<file path="src/rtl/core/abt_pkg.sv">
// ----------------------------------------------------------------------------
// abt_pkg
// Shared constants, state encoding and control bundles for the account
// balance transfer block.
// ----------------------------------------------------------------------------
`default_nettype none

package abt_pkg;

  // Table geometry
  localparam int ACCOUNT_COUNT = 65536;
  localparam int ACCT_ADDR_W   = $clog2(ACCOUNT_COUNT);

  // Field widths
  localparam int IDX_W = 16;
  localparam int AMT_W = 32;
  localparam int BAL_W = 64;

  // Opening balance of every account
  localparam logic [BAL_W-1:0] START_BALANCE = 64'd1000000;

  // Controller states
  typedef enum logic [1:0] {
    ST_CLEAR,
    ST_IDLE,
    ST_EVAL,
    ST_COMMIT
  } abt_state_t;

  // Controller to datapath commands
  typedef struct packed {
    logic clear_step;  // write opening balance at the clear pointer
    logic load;        // capture request fields
    logic eval;        // check funds, write back sender
    logic commit;      // write back receiver, load response register
  } abt_cmd_t;

  // Datapath to controller status
  typedef struct packed {
    logic clear_last;  // clear pointer sits on the last entry
    logic out_free;    // response register can take a new result
  } abt_status_t;

endpackage

`default_nettype wire

</file>
<file path="src/rtl/core/abt_ctrl.sv">
// ----------------------------------------------------------------------------
// abt_ctrl
// Sequencer for the transfer block: clearing pass after reset, then
// evaluate / commit per request, with the next request taken on commit.
// ----------------------------------------------------------------------------
`default_nettype none

module abt_ctrl (
  input  wire logic                 clk,
  input  wire logic                 rst,
  input  wire logic                 req_valid,
  output logic                      req_stall,
  input  wire abt_pkg::abt_status_t status,
  output abt_pkg::abt_cmd_t         cmd
);

  abt_pkg::abt_state_t state;
  abt_pkg::abt_state_t state_next;

  // State register
  always_ff @(posedge clk) begin
    if (rst) begin
      state <= abt_pkg::ST_CLEAR;
    end else begin
      state <= state_next;
    end
  end

  // Next state and commands
  always_comb begin
    state_next = state;
    cmd        = '0;
    req_stall  = 1'b1;
    case (state)
      abt_pkg::ST_CLEAR: begin
        cmd.clear_step = 1'b1;
        if (status.clear_last) begin
          state_next = abt_pkg::ST_IDLE;
        end
      end
      abt_pkg::ST_IDLE: begin
        req_stall = 1'b0;
        if (req_valid) begin
          cmd.load   = 1'b1;
          state_next = abt_pkg::ST_EVAL;
        end
      end
      abt_pkg::ST_EVAL: begin
        cmd.eval   = 1'b1;
        state_next = abt_pkg::ST_COMMIT;
      end
      abt_pkg::ST_COMMIT: begin
        // Hold until the response register frees, then take the next request
        if (status.out_free) begin
          cmd.commit = 1'b1;
          req_stall  = 1'b0;
          if (req_valid) begin
            cmd.load   = 1'b1;
            state_next = abt_pkg::ST_EVAL;
          end else begin
            state_next = abt_pkg::ST_IDLE;
          end
        end
      end
      default: begin
        state_next = abt_pkg::ST_CLEAR;
      end
    endcase
  end

endmodule

`default_nettype wire

</file>
<file path="config.mk">
export PLATFORM = sky130hd
export DESIGN_NAME = abt_ctrl
export DESIGN_NICKNAME = d
export VERILOG_FILES = /design/src/rtl/core/abt_pkg.sv /design/src/rtl/core/abt_ctrl.sv
export SDC_FILE = /design/constraint.sdc
export NUM_CORES = 1
export LEC_CHECK = 0
export BUFFER_PORTS_ARGS = -buffer_cell sky130_fd_sc_hd__buf_2
export CORE_AREA = 2 2 39 41
export CTS_CLUSTER_DIAMETER = 80
export DETAILED_ROUTE_END_ITERATION = 8
export DIE_AREA = 0 0 41 43
export SKIP_CTS_REPAIR_TIMING = 1
export SYNTH_ARGS = -nofsm -noshare
export SYNTH_HDL_FRONTEND = slang
export SYNTH_SLANG_ARGS = --single-unit
export TNS_END_PERCENT = 50
</file>
<file path="constraint.sdc">
create_clock -name clk -period 2.6 [get_ports clk]
set_clock_uncertainty 0.15 [all_clocks]
set_input_delay 0.13 -clock clk [delete_from_list [all_inputs] [get_ports clk]]
set_output_delay 0.13 -clock clk [all_outputs]
set_load 0.02 [all_outputs]
</file>
==> key figures <==
Logic synthesis
  • Dominant cells by area after synthesis: dfxtp_1 39%, a21oi_1 14%, nand2_1 11%
  • Syn_area_per_cell: 6.49 um^2
  • Cell Area, Synth: 104 um^2
  • Top FF cell, synth: dfxtp_1
  • #FFs+latches synth: 2
  • Synth Warn #: 0
  • Synth cell types: 8
  • Leading area contributor after synthesis: dfxtp_1
  • EDFF count, synth: 0
  • Sequential fraction of the synthesis area: 38.6%
  • Post-synth top area share: 38.6%
  • Synth Instances: 16
  • Synth async-reset ratio: 0%
  • Most frequent cells after synthesis: 3 x a21oi_1, 3 x nand2_1, 3 x nor2_1
  • Net Count, Synth: 21

Routing
  • Drt first pass iters: 4
  • Post-Route WL: 322 um
  • Post-DRT Antenna Nets: 0
  • Wire length per cell: 7.16 um
  • Drt drc: 0
  • Vias per cell: 3.51
  • Starting DRC count in detailed routing: 1
  • DR vias: 158

Floorplan
  • Row Count: 14
  • Die W: 41 um
  • Die ar.: 0.00176 mm^2
  • Core area: 0.00138 mm^2
  • Die Y: 43 um
  • Starting Density: 7.50%
  • Io pins: 10

Global routing
  • Gr usage total: 4.50%
  • First-pass GRT wire length: 441 um
  • GRT Residual Overflow: 0
  • Initial antenna violation count: 0
  • Vias in the first global route: 142
  • Largest net degree at the start of global routing: 8

Clock tree
  • CTS max path bufs: 2
  • Clock sink count: 2
  • Clock latency on the worst-skew pair: 0.22 ns
  • H-tree levels: 1
  • Root Buffer: clkbuf_4
  • CTS tree: built
  • Cts bufs inserted: 3
  • Clock Pin Slew Worst Setup and Hold Paths: 0.03 ns

STA
  • Final setup violation count: 0
  • Fin. Hold Viols: 0
  • Final Max Tran Viols: 0
  • Final min period: 1.33 ns
  • Slew headroom: 86.8%
  • Achievable clock frequency: 753 MHz
  • RSZ-0062 raised after global routing: no
  • Period utilization: 51.1%
  • Setup TNS Final: 0 ns
  • Actual slew at the worst max-slew pin: 0.198 ns

Critical path
  • Setup CP Type: register to output port
  • Critical path launch point type: register
  • Critical Path, Cell by Cell: nand2_1 -> a21oi_1 -> buf_2
  • Slowest stage cell, crit path: dfxtp_1
  • Worst-path maximum fanout: 7
  • WP data required: 2.32 ns
  • Critical Path Max Stage Delay: 0.41 ns
  • Setup crit end kind: output port
  • Critical path arrival: 1.05 ns

Finish
  • Top reg by flops: state
  • Layout area overhead: 94.0%
  • Post-layout net count: 36
  • Biggest regs: state (2)
  • Post-route insts no fill: 45
  • Layout cells sized above 1: 41.4%
  • # diodes: 0
  • Max reg flops: 2

Place
  • HPWL Detailed: 239 um
  • Placed Cells: 41
  • Routability cong.: 0.484
  • Port Buffer Count: 9

Power
  • Tot Pwr: 134 uW
  • Leakage power: 0.0000981 uW
  • Pwr per Cell Area: 665 mW/mm^2
  • Max IR drop VDD: 0.0699 mV

Min path
  • Min-Delay Path Class: primary input to register

Run
  • Max cap viols: 0

Run status
  • Status: finished clean
-- path summary, 6_finish.rpt --
check / start / end / slack, ns / depth (start not counted)
max: state[0] / cmd[2] / 1.27 / 3
min: status[1] / state[0] / 0.06 / 3
max reg2reg: state[0] / state[0] / 1.64 / 3
min reg2reg: state[1] / state[1] / 0.34 / 2
-- per-layer routing --
layer / wire, um / track usage, % / up-vias
met5: 0 / 0 / -
met4: 0 / 8.00 / 0
met3: 41 / 3.14 / 0
met2: 153 / 5.94 / 10
met1: 126 / 2.55 / 66
li1: - / - / 82
-- critical path, delay by kind of cell (launching register included) --
kind | cells | cell delay, ns
flip-flops | 1 | 0.41
AO/OA/AOI/OAI | 1 | 0.12
AND/OR/NAND/NOR | 1 | 0.12
buffers and inverters | 1 | 0.17
-- power breakdown --
part / total [uW] / switching, uW / internal, uW
clock: 68.1 / 17.2 / 50.9
sequential: 37.3 / 3.49 / 33.8
combinational: 28.5 / 17.1 / 11.4
total: 134 / 37.9 / 96.0
-- through the flow --
step / setup slack, ns / area, um^2 / util (%) / hold WS [ns]
finish: 1.27 / 201 / 14.6 / 0.0609
global route: 1.19 / 201 / 14.6 / 0.0686
CTS: 1.26 / 191 / 13.8 / -0.0717
detailed placement: 1.50 / 169 / 12.2 / 0.167
global placement: 1.50 / 169 / 12.2 / 0.164
floorplan: 1.41 / 104 / - / 0.0491
-- layout make-up --
| cell class | count | area [um^2] |
|---|---|---|
| clock buffer | 3 | 22.5 |
| inverter | 2 | 7.51 |
| sequential | 2 | 40.0 |
| fill | 163 | 1180 |
| tap | 16 | 20.0 |
| timing repair buffer | 10 | 55.1 |
| multi-input combinational | 12 | 56.3 |
-- cell usage in the layout, fill, tap and decap left out --
master and n:
clkbuf_4 3, o21ai_0 1, o21ai_1 1, a21oi_1 3
dfxtp_1 2, a31o_1 1, nand2_1 3, inv_1 2
dlygate4sd3_1 1, nor2_1 3, buf_2 9
-- cell families (layout without fill, tap and decap cells) --
logic type / count (synthesis) / after routing / synth area share, %
flip-flops: 2 / 2 / 38.6
buffers and inverters: 2 / 15 / 7.23
AO/OA/AOI/OAI: 6 / 6 / 32.5
AND/OR/NAND/NOR: 6 / 6 / 21.7
Power figures use the tool's default switching activity.
